--- config.mk ---
export PLATFORM = sky130hd
export DESIGN_NAME = grid_maze_reachability_top
export DESIGN_NICKNAME = d
export VERILOG_FILES = /design/src/design/gmr_pkg.sv /design/src/design/gmr_sequencer.sv /design/src/design/grid_maze_reachability_top.sv
export SDC_FILE = /design/constraint.sdc
export NUM_CORES = 1
export LEC_CHECK = 0
export ABC_AREA = 1
export CAP_MARGIN = 20
export CORE_AREA = 5 5 210 212
export DETAILED_ROUTE_END_ITERATION = 10
export DIE_AREA = 0 0 215 217
export DONT_BUFFER_PORTS = 1
export GPL_TIMING_DRIVEN = 0
export PLACE_DENSITY = 0.75
export SLEW_MARGIN = 20
export SYNTH_ARGS = -nofsm -noshare
export SYNTH_HDL_FRONTEND = slang
export SYNTH_SLANG_ARGS = --single-unit
--- constraint.sdc ---
create_clock -name clk_i -period 4.2 [get_ports clk_i]
set_clock_uncertainty 0.15 [all_clocks]
set_input_delay 0.63 -clock clk_i [delete_from_list [all_inputs] [get_ports clk_i]]
set_output_delay 0.63 -clock clk_i [all_outputs]
set_load 0.02 [all_outputs]
--- src/design/gmr_pkg.sv ---
// Shared types, constants and the microprogram of the grid maze reachability block.
package gmr_pkg;

  localparam int CoordW        = 3;
  localparam int EntryW        = 2 * CoordW;
  localparam int OpenW         = 64;
  localparam int OpenIdxW      = 6;
  localparam int InDataW       = 16;
  localparam int OutDataW      = 8;
  localparam int GridSideDef   = 8;
  localparam int StackDepthDef = 64;

  typedef logic [3:0] upc_t;

  localparam upc_t S_IDLE  = 4'd0;
  localparam upc_t S_START = 4'd1;
  localparam upc_t S_POP   = 4'd2;
  localparam upc_t S_TEST  = 4'd3;
  localparam upc_t S_UP    = 4'd4;
  localparam upc_t S_DOWN  = 4'd5;
  localparam upc_t S_LEFT  = 4'd6;
  localparam upc_t S_RIGHT = 4'd7;
  localparam upc_t S_EMIT  = 4'd8;

  typedef enum logic [2:0] {
    OP_ACCEPT,
    OP_START,
    OP_POP,
    OP_TEST,
    OP_PUSH,
    OP_EMIT
  } op_e;

  typedef enum logic [2:0] {
    COND_NONE,
    COND_NO_REQ,
    COND_BAD,
    COND_EMPTY,
    COND_MATCH,
    COND_OUT_BUSY
  } cond_e;

  typedef enum logic [1:0] {
    DIR_UP,
    DIR_DOWN,
    DIR_LEFT,
    DIR_RIGHT
  } dir_e;

  typedef struct packed {
    op_e   op;
    cond_e cond;
    dir_e  dir;
    upc_t  tgt_t;
    upc_t  tgt_f;
  } ctrl_word_t;

  typedef struct packed {
    logic req;
    logic bad;
    logic empty;
    logic match;
    logic out_busy;
  } flags_t;

  function automatic ctrl_word_t ucode_rom(upc_t addr);
    ctrl_word_t w;
    unique case (addr)
      S_IDLE:  w = '{OP_ACCEPT, COND_NO_REQ,   DIR_UP,    S_IDLE, S_START};
      S_START: w = '{OP_START,  COND_BAD,      DIR_UP,    S_EMIT, S_POP};
      S_POP:   w = '{OP_POP,    COND_EMPTY,    DIR_UP,    S_EMIT, S_TEST};
      S_TEST:  w = '{OP_TEST,   COND_MATCH,    DIR_UP,    S_EMIT, S_UP};
      S_UP:    w = '{OP_PUSH,   COND_NONE,     DIR_UP,    S_DOWN, S_DOWN};
      S_DOWN:  w = '{OP_PUSH,   COND_NONE,     DIR_DOWN,  S_LEFT, S_LEFT};
      S_LEFT:  w = '{OP_PUSH,   COND_NONE,     DIR_LEFT,  S_RIGHT, S_RIGHT};
      S_RIGHT: w = '{OP_PUSH,   COND_NONE,     DIR_RIGHT, S_POP, S_POP};
      S_EMIT:  w = '{OP_EMIT,   COND_OUT_BUSY, DIR_UP,    S_EMIT, S_IDLE};
      default: w = '{OP_ACCEPT, COND_NO_REQ,   DIR_UP,    S_IDLE, S_IDLE};
    endcase
    return w;
  endfunction

endpackage

--- src/design/gmr_sequencer.sv ---
// Microcode step counter with conditional jumps over the control store.
module gmr_sequencer
  import gmr_pkg::*;
(
  input  logic       clk_i,
  input  logic       rst_ni,
  input  flags_t     flags_i,
  output ctrl_word_t ctrl_o
);

  upc_t       pc_q, pc_d;
  ctrl_word_t word;
  logic       cond_true;

  always_comb begin
    word   = ucode_rom(pc_q);
    ctrl_o = word;
  end

  always_comb begin
    unique case (word.cond)
      COND_NONE:     cond_true = 1'b0;
      COND_NO_REQ:   cond_true = !flags_i.req;
      COND_BAD:      cond_true = flags_i.bad;
      COND_EMPTY:    cond_true = flags_i.empty;
      COND_MATCH:    cond_true = flags_i.match;
      COND_OUT_BUSY: cond_true = flags_i.out_busy;
      default:       cond_true = 1'b0;
    endcase
    pc_d = cond_true ? word.tgt_t : word.tgt_f;
  end

  always_ff @(posedge clk_i or negedge rst_ni) begin
    if (!rst_ni) begin
      pc_q <= S_IDLE;
    end else begin
      pc_q <= pc_d;
    end
  end

endmodule

--- src/design/grid_maze_reachability_top.sv ---
// Grid maze reachability: depth-first search over an open-cell map with a stack memory.
// A request gives a start and a destination cell; the block walks the open cells of the
// grid held in the configuration register with a depth-first search and returns one
// result bit, 1 when the destination can be reached and 0 when a coordinate lies outside
// the grid. The search time is set by the single-port stack memory and by the microcode,
// which checks one neighbor per step. One request is worked on at a time; a new request
// is taken as soon as the result sits in the output register.
module grid_maze_reachability_top
  import gmr_pkg::*;
#(
  parameter int GRID_SIDE   = GridSideDef,
  parameter int STACK_DEPTH = StackDepthDef
) (
  input  logic                clk_i,
  input  logic                rst_ni,
  input  logic                cfg_we_i,
  input  logic [OpenW-1:0]    cfg_wdata_i,
  input  logic                s_axis_tvalid,
  output logic                s_axis_tready,
  // start_row [2:0], start_col [5:3], dest_row [8:6], dest_col [11:9], zero [15:12]
  input  logic [InDataW-1:0]  s_axis_tdata,
  output logic                m_axis_tvalid,
  input  logic                m_axis_tready,
  // reachable [0], zero [7:1]
  output logic [OutDataW-1:0] m_axis_tdata
);

  localparam int NumCells = GRID_SIDE * GRID_SIDE;
  localparam int CellW    = $clog2(NumCells);
  localparam int CntW     = $clog2(STACK_DEPTH + 1);
  localparam int AddrW    = $clog2(STACK_DEPTH);
  localparam logic [CoordW:0] SideL  = (CoordW + 1)'(GRID_SIDE);
  localparam logic [CntW-1:0] DepthL = CntW'(STACK_DEPTH);

  ctrl_word_t ctrl;
  flags_t     flags;

  logic [OpenW-1:0]    open_q;
  logic [NumCells-1:0] visited_q;
  logic [CntW-1:0]     cnt_q;
  logic [EntryW-1:0]   stack_mem [STACK_DEPTH];
  logic [EntryW-1:0]   rd_data_q;
  logic [CoordW-1:0]   srow_q, scol_q, drow_q, dcol_q;
  logic                found_q;
  logic                out_valid_q;
  logic                out_data_q;

  logic                accept;
  logic                bad;
  logic [CoordW-1:0]   cur_row, cur_col;
  logic [CoordW-1:0]   nb_row, nb_col;
  logic                nb_in;
  logic [CoordW-1:0]   push_row, push_col;
  logic [CellW-1:0]    push_idx;
  logic                nb_free;
  logic                full;
  logic                do_push;
  logic                do_pop;
  logic                out_busy;
  logic [CntW-1:0]     cnt_dec;

  gmr_sequencer u_seq (
    .clk_i   (clk_i),
    .rst_ni  (rst_ni),
    .flags_i (flags),
    .ctrl_o  (ctrl)
  );

  assign s_axis_tready = (ctrl.op == OP_ACCEPT);
  assign accept        = s_axis_tvalid && s_axis_tready;

  assign bad = ({1'b0, srow_q} >= SideL) || ({1'b0, scol_q} >= SideL) ||
               ({1'b0, drow_q} >= SideL) || ({1'b0, dcol_q} >= SideL);

  assign cur_row  = rd_data_q[EntryW-1:CoordW];
  assign cur_col  = rd_data_q[CoordW-1:0];
  assign full     = (cnt_q == DepthL);
  assign out_busy = out_valid_q && !m_axis_tready;
  assign cnt_dec  = cnt_q - CntW'(1);

  always_comb begin
    nb_row = cur_row;
    nb_col = cur_col;
    nb_in  = 1'b0;
    unique case (ctrl.dir)
      DIR_UP: begin
        nb_row = cur_row - CoordW'(1);
        nb_in  = (cur_row != '0);
      end
      DIR_DOWN: begin
        nb_row = cur_row + CoordW'(1);
        nb_in  = ({1'b0, cur_row} + (CoordW + 1)'(1)) < SideL;
      end
      DIR_LEFT: begin
        nb_col = cur_col - CoordW'(1);
        nb_in  = (cur_col != '0);
      end
      DIR_RIGHT: begin
        nb_col = cur_col + CoordW'(1);
        nb_in  = ({1'b0, cur_col} + (CoordW + 1)'(1)) < SideL;
      end
      default: begin
        nb_in = 1'b0;
      end
    endcase
  end

  always_comb begin
    if (ctrl.op == OP_START) begin
      push_row = srow_q;
      push_col = scol_q;
    end else begin
      push_row = nb_row;
      push_col = nb_col;
    end
    push_idx = CellW'(int'(push_row) * GRID_SIDE + int'(push_col));
    nb_free  = nb_in && open_q[OpenIdxW'(push_idx)] && !visited_q[push_idx];
    do_push  = ((ctrl.op == OP_PUSH) && nb_free && !full) ||
               ((ctrl.op == OP_START) && !bad);
    do_pop   = (ctrl.op == OP_POP) && (cnt_q != '0);
  end

  always_comb begin
    flags.req      = s_axis_tvalid;
    flags.bad      = bad;
    flags.empty    = (cnt_q == '0);
    flags.match    = (cur_row == drow_q) && (cur_col == dcol_q);
    flags.out_busy = out_busy;
  end

  always_ff @(posedge clk_i) begin
    if (do_push) begin
      stack_mem[cnt_q[AddrW-1:0]] <= {push_row, push_col};
    end
    if (do_pop) begin
      rd_data_q <= stack_mem[cnt_dec[AddrW-1:0]];
    end
  end

  always_ff @(posedge clk_i) begin
    if (accept) begin
      srow_q <= s_axis_tdata[CoordW-1:0];
      scol_q <= s_axis_tdata[2*CoordW-1:CoordW];
      drow_q <= s_axis_tdata[3*CoordW-1:2*CoordW];
      dcol_q <= s_axis_tdata[4*CoordW-1:3*CoordW];
    end
  end

  always_ff @(posedge clk_i or negedge rst_ni) begin
    if (!rst_ni) begin
      open_q      <= '0;
      visited_q   <= '0;
      cnt_q       <= '0;
      found_q     <= 1'b0;
      out_valid_q <= 1'b0;
      out_data_q  <= 1'b0;
    end else begin
      if (cfg_we_i) begin
        open_q <= cfg_wdata_i;
      end
      if (accept) begin
        visited_q <= '0;
        cnt_q     <= '0;
        found_q   <= 1'b0;
      end else if (do_push) begin
        visited_q[push_idx] <= 1'b1;
        cnt_q               <= cnt_q + CntW'(1);
      end else if (do_pop) begin
        cnt_q <= cnt_dec;
      end
      if (ctrl.op == OP_TEST) begin
        found_q <= flags.match;
      end
      if ((ctrl.op == OP_EMIT) && !out_busy) begin
        out_valid_q <= 1'b1;
        out_data_q  <= found_q;
      end else if (m_axis_tready) begin
        out_valid_q <= 1'b0;
      end
    end
  end

  assign m_axis_tvalid = out_valid_q;
  assign m_axis_tdata  = {{(OutDataW - 1){1'b0}}, out_data_q};

`ifndef NO_ASSERTIONS
  a_cnt_bound: assert property (@(posedge clk_i) disable iff (!rst_ni)
    cnt_q <= DepthL)
    else $error("stack count beyond stack depth");

  a_cnt_visited: assert property (@(posedge clk_i) disable iff (!rst_ni)
    int'(cnt_q) <= $countones(visited_q))
    else $error("more stacked cells than visited cells");

  a_one_at_a_time: assert property (@(posedge clk_i) disable iff (!rst_ni)
    accept |=> !s_axis_tready)
    else $error("request taken while another is in progress");

  a_emit: assert property (@(posedge clk_i) disable iff (!rst_ni)
    ((ctrl.op == OP_EMIT) && !out_busy) |=> (m_axis_tvalid && s_axis_tready))
    else $error("result not presented after emit step");
`endif

endmodule
== Yosys cells after proc, flatten, opt, wreduce, memory -nomap -nowiden ==
Memories as Yosys holds them, arrays and structs flattened. A register that Yosys moved wholly into a read port is not among the register bits.
Index checks and enable logic that the tools add are counted.

* Output and inout bits: 10
* Memory bits (writable): 384
* Memories kept: 2
* Bits in read-only memories: 240
* Word-level logic and storage cells: 92
* Bits in latches: 0
* Flip-flop bits (word level): 154
* Input port bits: 85

{| class="wikitable"
|+ Memories
! name !! words !! bits a word !! read ports !! clocked after memory_dff !! write ports !! RTL line !! RTL
|-
| stack_mem || 64 || 6 || 1 || 1 || 1 || grid_maze_reachability_top.sv:41 || <nowiki>logic [EntryW-1:0] stack_mem [STACK_DEPTH];</nowiki>
|-
| (name not given) || 16 || 15 || 1 || 0 || 0 || gmr_pkg.sv:68 || <nowiki>unique case (addr)</nowiki>
|}

* Multiplexer cells: 24
* Shift operators: 0
* Divide/modulo/power cells: 0
* Magnitude comparators: 4
* Bitwise logic cells: 1
* Equality and inequality tests: 15
* Reductions and logical operators: 26
* Multipliers: 0
* $add $sub $neg: 9

{| class="wikitable"
|+ Operators with widths
! kind !! count
|-
| two-way mux 64 bit || 2
|-
| bitwise OR 64 bit || 1
|-
| two-way mux 7 bit || 3
|-
| binary-select mux 1 bit (select 6 bit) || 2
|-
| == test 3 bit (second input constant) || 4
|-
| case mux 3 bit (2 select lines) || 2
|-
| logical AND 1 bit || 10
|-
| == test 3 x 2 -> 1 bit (second input constant) || 3
|-
| two-way mux 1 bit || 9
|-
| nonzero test 3 bit || 3
|-
| adder 3 x 1 -> 4 bit (second input constant) || 2
|-
| less-than comparator 4 bit (second input constant) || 2
|-
| case mux 1 bit (4 select lines) || 2
|-
| adder 7 x 1 -> 7 bit (second input constant) || 1
|-
| == test 7 bit (second input constant) || 1
|-
| logical NOT 7 bit || 1
|-
| less-than comparator 6 x 7 -> 1 bit (second input constant) || 1
|-
| nonzero test 7 bit || 1
|-
| subtractor 7 x 1 -> 7 bit (second input constant) || 1
|-
| adder 3 x 1 -> 3 bit (second input constant) || 2
|-
| adder 6 x 3 -> 6 bit || 1
|-
| demux 1 bit (select 6 bit) || 1
|-
| == test 3 x 1 -> 1 bit (second input constant) || 2
|-
| == test 3 bit || 2
|-
| 11 further kinds || 20
|}

== Logic depth before layout (Yosys ltp) ==
Gate-level depths: netlist of the first run.
An unclocked memory read counts as a cell.

* Depth after elaboration: 14
* Depth in mapped cells: 31
* Depth with buffers taken out: 29

== Modules after synthesis ==
A second synthesis of the first run with hierarchy kept.

* Cell total of the unflattened synthesis: 2237
* Area total of the unflattened synthesis: 23902.9 um2

{| class="wikitable"
|+ Modules (own cells, without submodules)
! module !! times used !! cells an instance !! area each (um2)
|-
| grid_maze_reachability_top || 1 || 2175 || 23486.3
|-
| gmr_sequencer || 1 || 62 || 416.6
|}

== Worst setup path before layout of the first run ==
Ideal clock, no wire load.

* Kind: register -> register
* From: register u_seq.pc_q[3]
* To: memory stack_mem[24][0] in the netlist's numbering, enable pin
* Setup time: 0.272 ns
* Setup slack: -0.358 ns
* Cell stages (with the launch flop): 23
* Buffers on the path: 2
* Data required time: 3.778 ns
* Arrival time: 4.136 ns
* Cell sequence: dfrtp_1 -> inv_1 -> nand2_1 -> nor2_1 -> nand2_1 -> inv_1 -> fa_1 -> nand4_1 -> nand3_1 -> nand2_2 -> clkbuf_1 -> nand3_1 -> nand2_1 -> o21ai_1 -> nand3_1 -> nand2_1 -> nor2_1 -> nor2_2 -> nand2_4 -> nand2_4 -> buf_4 -> nand2_1 -> nor2_1

* Word-level cells in the longest chain between the ends: 14
* Elaborated cells on any way between the ends: 25
* Those cells by class: 1 x add/sub; 5 x eq/ne; 11 x mux; 7 x reduce/logical; 1 x memory

{| class="wikitable"
|+ RTL lines
! item !! RTL line !! RTL
|-
| start: declaration || gmr_sequencer.sv:11 || <nowiki>upc_t pc_q, pc_d;</nowiki>
|-
| start signal: assignment || gmr_sequencer.sv:37 || <nowiki>pc_q <= pc_d;</nowiki>
|-
| memory read (16 x 15 bit) (*) || -- ||
|-
| == test 2 bit || grid_maze_reachability_top.sv:85 || <nowiki>unique case (ctrl.dir)</nowiki>
|-
| case mux 3 bit (2 select lines) || grid_maze_reachability_top.sv:85 ||
|-
| two-way mux 3 bit (*) || grid_maze_reachability_top.sv:109 || <nowiki>if (ctrl.op == OP_START) begin</nowiki>
|-
| via push_col[1] || grid_maze_reachability_top.sv:53 || <nowiki>logic [CoordW-1:0] push_row, push_col;</nowiki>
|-
| adder 6 x 3 -> 6 bit (*) || grid_maze_reachability_top.sv:116 || <nowiki>push_idx = CellW'(int'(push_row) * GRID_SIDE + int'(push_col));</nowiki>
|-
| binary-select mux 1 bit (select 6 bit) || grid_maze_reachability_top.sv:117 || <nowiki>nb_free = nb_in && open_q[OpenIdxW'(push_idx)] && !visited_q[push_idx];</nowiki>
|-
| two-way mux 1 bit (implied by the code) || grid_maze_reachability_top.sv:117 ||
|-
| logical AND 1 bit or logical NOT 1 bit (tied branches) || grid_maze_reachability_top.sv:117 ||
|-
| logical AND 1 bit (*) || grid_maze_reachability_top.sv:117 ||
|-
| logical AND 1 bit (*) (2 in series) || grid_maze_reachability_top.sv:118 || <nowiki>do_push = ((ctrl.op == OP_PUSH) && nb_free && !full) ||</nowiki>
|-
| logical OR 1 bit (*) || grid_maze_reachability_top.sv:118 ||
|-
| two-way mux 1 bit (*) || grid_maze_reachability_top.sv:132 || <nowiki>if (do_push) begin</nowiki>
|-
| two-way mux 1 bit (implied by the code) (*) || grid_maze_reachability_top.sv:133 || <nowiki>stack_mem[cnt_q[AddrW-1:0]] <= {push_row, push_col};</nowiki>
|-
| end: declaration || grid_maze_reachability_top.sv:41 ||
|}

The timed path passes the listed nets; every way through them passes the cells marked *. The select of a mux whose other input is x is not followed.

== Worst setup path in the final report of the first run ==
* From: register cnt_q[0]
* To: register rd_data_q[0], read port of stack_mem, data pin

* Word-level cells in the longest chain between the ends: 2
* Elaborated cells on any way between the ends: 3
* Those cells by class: 1 x add/sub; 2 x reduce/logical

{| class="wikitable"
|+ RTL lines
! item !! RTL line !! RTL
|-
| start: declaration || grid_maze_reachability_top.sv:40 || <nowiki>logic [CntW-1:0] cnt_q;</nowiki>
|-
| start signal: assignment || grid_maze_reachability_top.sv:167 || <nowiki>cnt_q <= cnt_q + CntW'(1);</nowiki>
|-
| start signal: assignment || grid_maze_reachability_top.sv:169 || <nowiki>cnt_q <= cnt_dec;</nowiki>
|-
| parallel branches: the longest is 2 deep, another holds subtractor 7 x 1 -> 7 bit || -- ||
|-
| end: declaration || grid_maze_reachability_top.sv:42 || <nowiki>logic [EntryW-1:0] rd_data_q;</nowiki>
|}

Parallel ways; which one is timed is not known.
A chain may end at the register's enable or synchronous reset.

==> results of run 1 <==
[metrics by stage]
stage	area, um^2	hold WS [ps]
2_1_floorplan	23670	184.4
3_3_place_gp	24350	188.5
3_5_place_dp	24420	188.8
4_1_cts	27510	0.5113
5_1_grt	27840	11.14
6_report	27840	18.18
[cells in the mapped netlist, types with 11 or more instances]
master	n	area [um^2]
buf_2	16	80.08
nand3_1	150	750.7
dfrtp_1	142	3553
a21oi_1	71	355.3
o21ai_0	249	1246
mux2_2	38	427.9
nor2_1	322	1209
clkbuf_1	99	371.6
nand2_1	283	1062
o22ai_1	50	312.8
edfxtp_1	402	12070
o221ai_1	46	402.9
o211ai_1	48	360.4
inv_2	11	41.29
inv_1	136	510.5
nand4_1	13	81.33
[cells in the final DEF (no fill, tap or decap), drive strengths merged, types with 6 or more instances in the layout]
cell,Yosys,routed
ha,6,6
o22ai,50,50
dlygate4sd3,0,45
clkbuf,99,178
o221ai,46,46
conb,1,7
edfxtp,402,402
nand3,156,156
dfrtp,142,142
a21oi,71,71
o21ai,258,258
nor2,329,329
buf,35,78
mux2,38,38
xor2,7,7
nand4,17,17
clkinv,1,13
nor3,8,8
inv,147,148
o211ai,48,48
nand2,290,290
[sequential cells by signal, summed over array words and instances (netlist names)]
register,cells
u_seq.pc_q,4
out_data_q,1
cnt_q,7
m_axis_tvalid,1
rd_data_q,6
srow_q,3
found_q,1
visited_q,64
drow_q,3
scol_q,3
stack_mem,384
open_q,64
dcol_q,3
[logic make-up (layout without fill, tap and decap cells)]
group,count (synthesis),in the layout,share of synthesized area [%]
xor+xnor,12,12,0.4445
mux,38,38,1.810
other cells,1,7,0.01586
simple gates,806,806,14.55
fa+ha+maj,8,8,0.4868
flops,544,544,66.08
compound gates,481,481,11.79
buf+inv,282,472,4.815
[repair_timing]
item	4_1_cts	5_1_grt
hold endpoints to repair	186	0
setup endpoints to repair	462	411
gates cloned	3	2
resized for setup	179	46
buffers inserted	22	19
hold buffers	46	0
pin swaps	10	34
[routing by layer]
metal	vias up	part of all wire (%)	track usage [%]
met5	-	0.026	0
met4	2	5.3	13.83
met3	268	12	6.406
met2	1308	47	47.22
met1	8731	36	37.41
li1	7990	-	-
[layout make-up]
type                       instances  area [um^2]  share of cell area, %
inverter                         148        606.8                  2.180
timing repair buffer              92        983.4                  3.532
timing repair inverter             2        12.51                0.04494
clock buffer                      79         1476                  5.303
buffer                           131        649.4                  2.332
sequential                       544        15630                  56.14
clock inverter                    20        224.0                 0.8045
tap                              539        674.4                  2.422
multi-input combinational       1352         7584                  27.24
[worst register-to-register path, cell delays in order (launching register included)]
cell and delay, ps:
dfrtp_1 360, clkbuf_2 420, inv_4 210, clkbuf_4 290
ha_1 590, inv_1 200, clkbuf_2 330, buf_2 300
o21ai_0 120, o22ai_1 120, o211ai_1 270, nand3_1 220
nand3_1 140, nand2_1 120
[how the worst max path moves through the flow]
stage / startpoint / to / slack, ps / depth (start not counted)
3_5_place_dp: u_seq.pc_q[3] / stack_mem[34][0] / -1490 / 19
6_report: cnt_q[0] / rd_data_q[0] / 90 / 13
2_1_floorplan: u_seq.pc_q[3] / stack_mem[32][0] / -20 / 22
5_1_grt: u_seq.pc_q[3] / stack_mem[19][0] / -130 / 23
4_1_cts: u_seq.pc_q[2] / stack_mem[19][0] / 0.9 / 27
3_3_place_gp: u_seq.pc_q[3] / stack_mem[58][1] / -2020 / 20
==> out/metrics.cfg, run 1 <==
[timing]
slew_viol_final=0
fin_ws_ps=88.38
period_minus_slack_ps=4112
worstMarginPinSlew_ps=1022
rsz0062_at_grt=true
fin_crit_sh_pct=97.90
relSlewSlack_pct=31.68
setup_tns_ps=0
hold_viol=0
setup_viol_count_final=0
fmax_mhz=243.2

[grt]
grt_antenna_before_repair=1
grt_max_degree=143
grt_pass1_wl_mm=104.6
grt_pass1_vias=17999
grt_usage_pct=28.96
grt-ovfl-total=0

[critical_path]
crit_fanout=18
cpPeakStageDelay_ps=590
slowest_stage=ha_1
critPathTopFamily=buffers and inverters
cp-start-kind=flop
r2r_start=cnt_q[0]
worstPathCellList=clkbuf_2, inv_4, clkbuf_4, ha_1, inv_1, clkbuf_2, buf_2, o21ai_0, o22ai_1, o211ai_1, nand3_1, nand3_1, nand2_1
worst_setup_path_end_kind=flop
ff2ff_setup_slack_ps=90
critPathBufInv=6
r2r_end=rd_data_q[0]
crit_arrival_ps=4290
worst-endpoint-required_ps=4380
setup.worst_path.class=flop to flop
r2r_cells=13

[die]
fp.coreArea_um2=41760
die_x_um=215
fp.dieH_um=217
start_util_pct=56.62
ios=95
die-area_um2=46660
rows=75

[place]
hpwlAfterDp_mm=44.09
port-buffer-count=0
place_inst=2719
gp_congestion=0.9949
dp_worst_setup_slack_ps=-1488

[worst_hold_path]
holdCritStartpoint=cfg_wdata_i[33]
hold_path_end=open_q[33]
min_path_type=primary input to flop
holdPathStages=2

[yosys]
synth_edf_count=402
netlist_area_um2=23650
ys.warnings.count=0
synth_area_per_cell_um2=10.89
ys.flop_type=edfxtp_1
async_reset_ff_share_pct=26.10
yosysUniqueCellTypes=44
ys_ff_latch=544
ys_seq_area_share_pct=66.08
synthesis.instances=2172

[layout]
syn2layout_area_growth_pct=17.74
fin_cells=2907
drive_gt1_share_pct=13.98
n_antenna_cell=0
layout.nets=2419
utilization_pct=66.67
num-fill-cells=2892

[clock_tree]
clkTransAtPathRegs_ps=60
tritoncts=done
htree_levels=2
clk_path_buf_depth=3
clk_latency_ps=620
cts_made_buffers=55
cts_sinks=544
ctsRootBufferMaster=clkbuf_16

[route]
num_vias=18299
postRouteAntennaNets=0
via_per_inst=6.295
dr.first_iter.drc_count=2343
wl_per_cell_um=23.85
drc=0
routed_wl_mm=69.35
firstDrtPassIters=8

[status]
status=completed

[flow_run]
maxCapViolCount=0

Power of run 1 is left out: the tool's default activity adds up to more than one toggle a clock period on the data nets, which glitch-free logic cannot reach.
==> run 2, diff against run 1 <==
--- a/config.mk
+++ b/config.mk
@@ -8,10 +8,12 @@
 export ABC_AREA = 1
 export CAP_MARGIN = 20
 export CORE_AREA = 5 5 210 212
+export CTS_CLUSTER_SIZE = 28
 export DETAILED_ROUTE_END_ITERATION = 10
 export DIE_AREA = 0 0 215 217
 export DONT_BUFFER_PORTS = 1
 export GPL_TIMING_DRIVEN = 0
+export MAX_ROUTING_LAYER = met4
 export PLACE_DENSITY = 0.75
 export SLEW_MARGIN = 20
 export SYNTH_ARGS = -nofsm -noshare
==> run 2 against run 1 <==
- final cell count increased by 0.58%
- die area stayed put
- global-route usage grew 1.5 points
- critical path type unchanged
- largest cell class unchanged
==> out/metrics.cfg, run 2 (synthesis results as in run 1) <==
[route]
wl_per_cell_um=24.29  ; +1.8%
wl_met3_mm=7.911  ; -2.3%
num_vias=18585  ; +1.6%
via_per_inst=6.356  ; +0.97%
wl_met1_mm=25.37  ; +2.2%
routed.top_layer=met4
wl_met2_mm=33.59  ; +2.7%
routed_wl_mm=71.01  ; +2.4%
firstDrtPassIters=6  ; -2
drc=0  ; unchanged
postRouteAntennaNets=0  ; unchanged
dr.first_iter.drc_count=2515  ; +7.3%

[grt]
grt_antenna_before_repair=3  ; +2
grt-ovfl-total=0  ; unchanged
grt_pass1_vias=18289  ; +1.6%
grt_pass1_wl_mm=106.8  ; +2.1%
grt_max_degree=143  ; unchanged
grt_usage_pct=30.46  ; +1.5 points

[timing]
period_minus_slack_ps=4155  ; +42.93 ps
worstMarginPinSlew_ps=1006  ; -16.13 ps
fin_crit_sh_pct=98.92  ; +1.0 points
setup_viol_count_final=0  ; unchanged
hold_viol=0  ; unchanged
slew_viol_final=0  ; unchanged
setup_tns_ps=0  ; unchanged
fmax_mhz=240.7  ; -1.0%
relSlewSlack_pct=32.76  ; +1.1 points
rsz0062_at_grt=true

[critical_path]
worst_setup_path_end_kind=flop
crit_arrival_ps=4280  ; about the same
crit_path_frequent_cell=nand2_1
setup.worst_path.class=flop to flop
slowest_stage=dfrtp_2
r2r_cells=29  ; +16
cpPeakStageDelay_ps=430  ; -160 ps
crit_fanout=10  ; -8
worst-endpoint-required_ps=4320  ; -60 ps
cp-start-kind=flop

[flow_run]
maxCapViolCount=0  ; unchanged

[layout]
drive_gt1_share_pct=14.53  ; +0.55 points
final_common_cell=edfxtp_1
layout.nets=2427  ; +0.33%
layout_common_cells=402 x edfxtp_1, 275 x nand2_1, 255 x nor2_1, 248 x o21ai_0, 145 x nand3_1
largest_reg_flops=384  ; unchanged
num-fill-cells=2875  ; -0.59%
stdcell_area_um2=28100  ; +0.92%
utilization_pct=67.28  ; +0.61 points
syn2layout_area_growth_pct=18.83

[clock_tree]
clkTransAtPathRegs_ps=60  ; about the same
ctsRootBufferMaster=clkbuf_16
clk_latency_ps=650  ; +30 ps
clk_path_buf_depth=3  ; unchanged
cts_made_buffers=55  ; unchanged
htree_levels=2  ; unchanged
cts_sinks=544  ; unchanged
tritoncts=done

[die]
die_x_um=215  ; unchanged
die-area_um2=46660  ; unchanged
start_util_pct=56.62  ; unchanged
fp.dieH_um=217  ; unchanged
rows=75  ; unchanged
fp.coreArea_um2=41760  ; unchanged
ios=95  ; unchanged

[place]
gp_congestion=1.019  ; +2.4%
port-buffer-count=0  ; unchanged
dpl_cell_area_um2=24420  ; unchanged
hpwlAfterDp_mm=44.33  ; +0.53%

[worst_hold_path]
min_path_type=primary input to flop
holdPathStages=2  ; unchanged

[status]
status=completed

-- run 2: metrics by stage --
step	setup WS, ps	instances	hold WS, ps
after floorplan	-15.81	2178	184.4
after global placement	-1997	2717	188.5
after detailed placement	-1503	2719	188.8
after CTS	3.070	2899	2.052
after global routing	-70.30	2923	2.973
final	45.46	2924	9.404
-- run 2: repair_timing --
action	4_1_cts	5_1_grt
setup buffers	22	22
gates cloned	3	1
pin swaps	11	19
gates resized for setup	172	45
endpoints found under the hold margin	193	0
hold buffers	53	0
setup endpoints to repair	463	472
-- run 2: layer usage --
layer  vias to the layer above  global-route usage (%)
met5                         -                       -
met4                         0                   14.51
met3                       293                   6.601
met2                      1327                   48.03
met1                      8954                   38.14
li1                       8011                       -
-- run 2: worst paths after layout --
kind | startpoint | slack, ps | endpoint
hold / removal | cfg_wdata_i[33] | 9 | open_q[33]
min in group asynchronous | rst_ni | 480 | visited_q[32]
max in group asynchronous | rst_ni | 2780 | open_q[48]
setup / recovery | u_seq.pc_q[3] | 50 | stack_mem[55][4]
setup reg to reg | u_seq.pc_q[3] | 50 | stack_mem[55][4]
hold reg to reg | open_q[23] | 360 | open_q[23]
-- run 2: cell type report --
cell class                      instances  area, um^2  share of cell area [%]
Timing Repair inverter                  2       12.51                 0.04453
Buffer                                130       640.6                   2.280
Sequential cell                       544       15630                   55.63
Clock inverter                         28       329.1                   1.171
Antenna cell                            4       10.01                 0.03563
Inverter                              148       611.8                   2.178
Clock buffer                           76        1535                   5.464
Tap cell                              539       674.4                   2.400
Timing Repair Buffer                  101        1081                   3.848
Multi-Input combinational cell       1352        7572                   26.95
-- run 2: worst max-delay path: cells and delay by family, from the launching register on --
family,cells,cell delay [ps]
adder cells (fa/ha/maj),1,340
buffers and inverters,8,800
AND/OR/NAND/NOR,20,2070
flip-flops,1,430
Power of run 2 is left out for the same reason.
==> run 3, diff against run 2 <==
--- a/config.mk
+++ b/config.mk
@@ -5,12 +5,11 @@
 export SDC_FILE = /design/constraint.sdc
 export NUM_CORES = 1
 export LEC_CHECK = 0
-export ABC_AREA = 1
 export CAP_MARGIN = 20
-export CORE_AREA = 5 5 210 212
+export CORE_AREA = 5 5 206 208
 export CTS_CLUSTER_SIZE = 28
 export DETAILED_ROUTE_END_ITERATION = 10
-export DIE_AREA = 0 0 215 217
+export DIE_AREA = 0 0 211 213
 export DONT_BUFFER_PORTS = 1
 export GPL_TIMING_DRIVEN = 0
 export MAX_ROUTING_LAYER = met4
==> run 3 against run 2 <==
- the flow now finishes with violations (setup timing)
- final area fell by 2.8%
- via count fell by 28%
- synthesized area fell by 4.2%
- register-to-register slack got worse by 520 ps
- maximum frequency fell by 11%
- synthesized cell count fell by 38%
- first-iteration DRC count fell by 32%
- die area fell by 3.7%
==> out/metrics.cfg, run 3 <==
[timing]
slew_viol_final=0  ; unchanged
hold_viol=0  ; unchanged
fmax_mhz=214.0  ; -11%
relSlewSlack_pct=26.69  ; -6.1 points
period_minus_slack_ps=4672  ; +517.8 ps
setup_viol_count_final=441  ; +441
worstMarginPinSlew_ps=1100  ; +93.81 ps
fin_crit_sh_pct=111.2  ; +12 points
rsz0062_at_grt=true
fin_ws_ps=-472.3  ; -517.8 ps

[grt]
grt_max_degree=143  ; unchanged
grt_antenna_before_repair=0  ; -3
grt-ovfl-total=0  ; unchanged
grt_pass1_wl_mm=86.13  ; -19%
grt_usage_pct=26.42  ; -4.0 points
grt_pass1_vias=13744  ; -25%

[route]
drc=0  ; unchanged
via_per_inst=6.414  ; +0.92%
wl_per_cell_um=27.44  ; +13%
num_vias=13361  ; -28%
routed_wl_mm=57.17  ; -19%
postRouteAntennaNets=0  ; unchanged
firstDrtPassIters=8  ; +2
dr.first_iter.drc_count=1710  ; -32%

[pwr]
power.leakage_uw=0.009355
power.density_nw_per_um2=904.9
p_switching_uw=9666
power.internal_uw=15060
ir_drop_mv=0.5600
p_clk_share_pct=18.8
combPwrFrac_pct=48.7
power_switching_share_pct=39.10
seqPwrFrac_pct=32.5

[layout]
stdcell_area_um2=27320  ; -2.8%
syn2layout_area_growth_pct=20.61
n_antenna_cell=0  ; -4
layout.nets=1607  ; -34%
layout_common_cells=402 x edfxtp_1, 142 x dfrtp_1, 126 x mux4_2, 77 x nand2_1, 66 x nor2_4
drive_gt1_share_pct=30.75  ; +16 points
final_common_cell=edfxtp_1
utilization_pct=67.68  ; +0.39 points
largest_reg_flops=384  ; unchanged

[worst_hold_path]
min_path_type=primary input to flop
holdCritStartpoint=cfg_wdata_i[57]

[clock_tree]
cts_made_buffers=54  ; -1.8%
tritoncts=done
ctsRootBufferMaster=clkbuf_16
clk_path_buf_depth=3  ; unchanged
clk_latency_ps=630  ; -20 ps
clkTransAtPathRegs_ps=60  ; about the same
cts_sinks=544  ; unchanged
htree_levels=2  ; unchanged

[critical_path]
slowest_stage=fa_2
r2r_start=u_seq.pc_q[1]
crit_arrival_ps=4800  ; +520 ps
crit_fanout=19  ; +9
setup.worst_path.class=flop to flop
worst_setup_path_end_kind=flop
worstPathCellList=buf_6, buf_8, nand2_4, nor2_2, fa_2, nand3b_1, o211ai_1, o21a_1, buf_4, clkinv_8, buf_16, a311oi_1, o211ai_1, a221o_1, o31ai_4, buf_4, buf_6, nand3_4, buf_12, nor2_4
cpPeakStageDelay_ps=540  ; +110 ps
worst-endpoint-required_ps=4330  ; about the same
critPathBufInv=8  ; unchanged
cp-start-kind=flop
crit_start=u_seq.pc_q[1]
critPathTopFamily=compound AO/OA/AOI/OAI gates

[yosys]
netlist_area_um2=22650  ; -4.2%
synthesis.instances=1341  ; -38%
async_reset_ff_share_pct=26.10  ; unchanged
ys.flop_type=edfxtp_1
ys.warnings.count=0  ; unchanged
yosysUniqueCellTypes=77  ; +75%
synth_edf_count=402  ; unchanged
synth.most_common_cell=edfxtp_1
yosysTopAreaCell=edfxtp_1
yosys-top-cells-count=402 x edfxtp_1, 142 x dfrtp_1, 126 x mux4_2
yosys-top-cells-area=edfxtp_1 53%, dfrtp_1 16%, mux4_2 13%
ys_ff_latch=544  ; unchanged
ys_seq_area_share_pct=68.98  ; +2.9 points
netlist.area_leader.share_pct=53.29  ; +2.2 points
synth_area_per_cell_um2=16.89  ; +55%

[die]
start_util_pct=56.11  ; -0.51 points
fp.dieH_um=213  ; -1.8%
die_x_um=211  ; -1.9%
rows=74  ; -1.3%
fp.coreArea_um2=40370  ; -3.3%
ios=95  ; unchanged
die-area_um2=44940  ; -3.7%

[status]
status=finished with violations
violations=setup timing

[flow_run]
maxCapViolCount=0  ; unchanged

[place]
gp_congestion=0.9034  ; -11%
port-buffer-count=0  ; unchanged
hpwlAfterDp_mm=34.92  ; -21%
dpl_cell_area_um2=23820  ; -2.5%

run 3: what timing repair did:
action	CTS	global route
hold buffers	56	3
endpoints found under the hold margin	196	3
setup buffers	37	6
pin swaps	45	17
resized for setup	122	44
endpoints found under the setup margin	461	461
cloned	5	0
run 3: final timing paths:
path                                    endpoint  slack, ps  depth (start not counted)
worst min register to register     visited_q[14]        330                          2
min in group asynchronous               cnt_q[3]        510                          2
worst min-delay path                  open_q[57]          9                          2
worst max register to register  stack_mem[45][3]       -470                         20
max in group asynchronous          visited_q[56]       2730                          2
worst max-delay path            stack_mem[45][3]       -470                         20
run 3: power by group through the flow:
stage / clock, uW / sequential (uW) / combinational, uW
after detailed placement: 0 / 8150 / 9770
after global routing: 4950 / 8090 / 12600
after global placement: 0 / 8240 / 9310
final: 4650 / 8050 / 12000
after CTS: 4690 / 8020 / 11300
after floorplan: 0 / 8060 / 6490
run 3: area by class of cell:
type                            instances  area [um^2]
Clock inverter                         24        247.7
Buffer                                 80        540.5
Tap cell                              532        665.6
Timing Repair Buffer                  114         1329
Sequential cell                       544        15630
Multi-Input combinational cell        690         7350
Inverter                               30        135.1
Clock buffer                           69         1428
Fill cell                            2543        13050
run 3: cells by family (layout without fill, tap and decap cells):
logic type      after synthesis  in the layout  share of synthesized area, %
flops                       544            544                         68.98
fa+ha+maj                     8              8                        0.5082
other cells                   1              7                       0.01656
compound gates              158            158                         4.988
buf+inv                     113            317                         2.209
mux                         194            194                         15.86
simple gates                310            310                         6.932
xor+xnor                     13             13                        0.5027
run 3: metal layers:
layer	vias to the layer above	part of all wire, %	GRT usage [%]
li1	5585	-	-
met2	813	48	40.41
met1	6797	39	36.84
met3	166	9.6	4.907
met4	0	3.7	8.451
met5	-	0	-
run 3: through the flow:
step                instances  setup WS [ps]  hold slack [ps]  power [uW]  TNS (ps)
floorplan                1347         -588.7            184.4       14550   -203300
global placement         1879          -2215            188.2       17550   -871750
detailed placement       1884          -1724            188.0       17910   -622520
CTS                      2074         -282.0          0.05285       24020    -89150
global route             2083         -577.4           -5.206       25660   -205790
finish                   2083         -472.3            9.343       24720   -159430
Note: power is estimated with default switching activity, not from simulation.
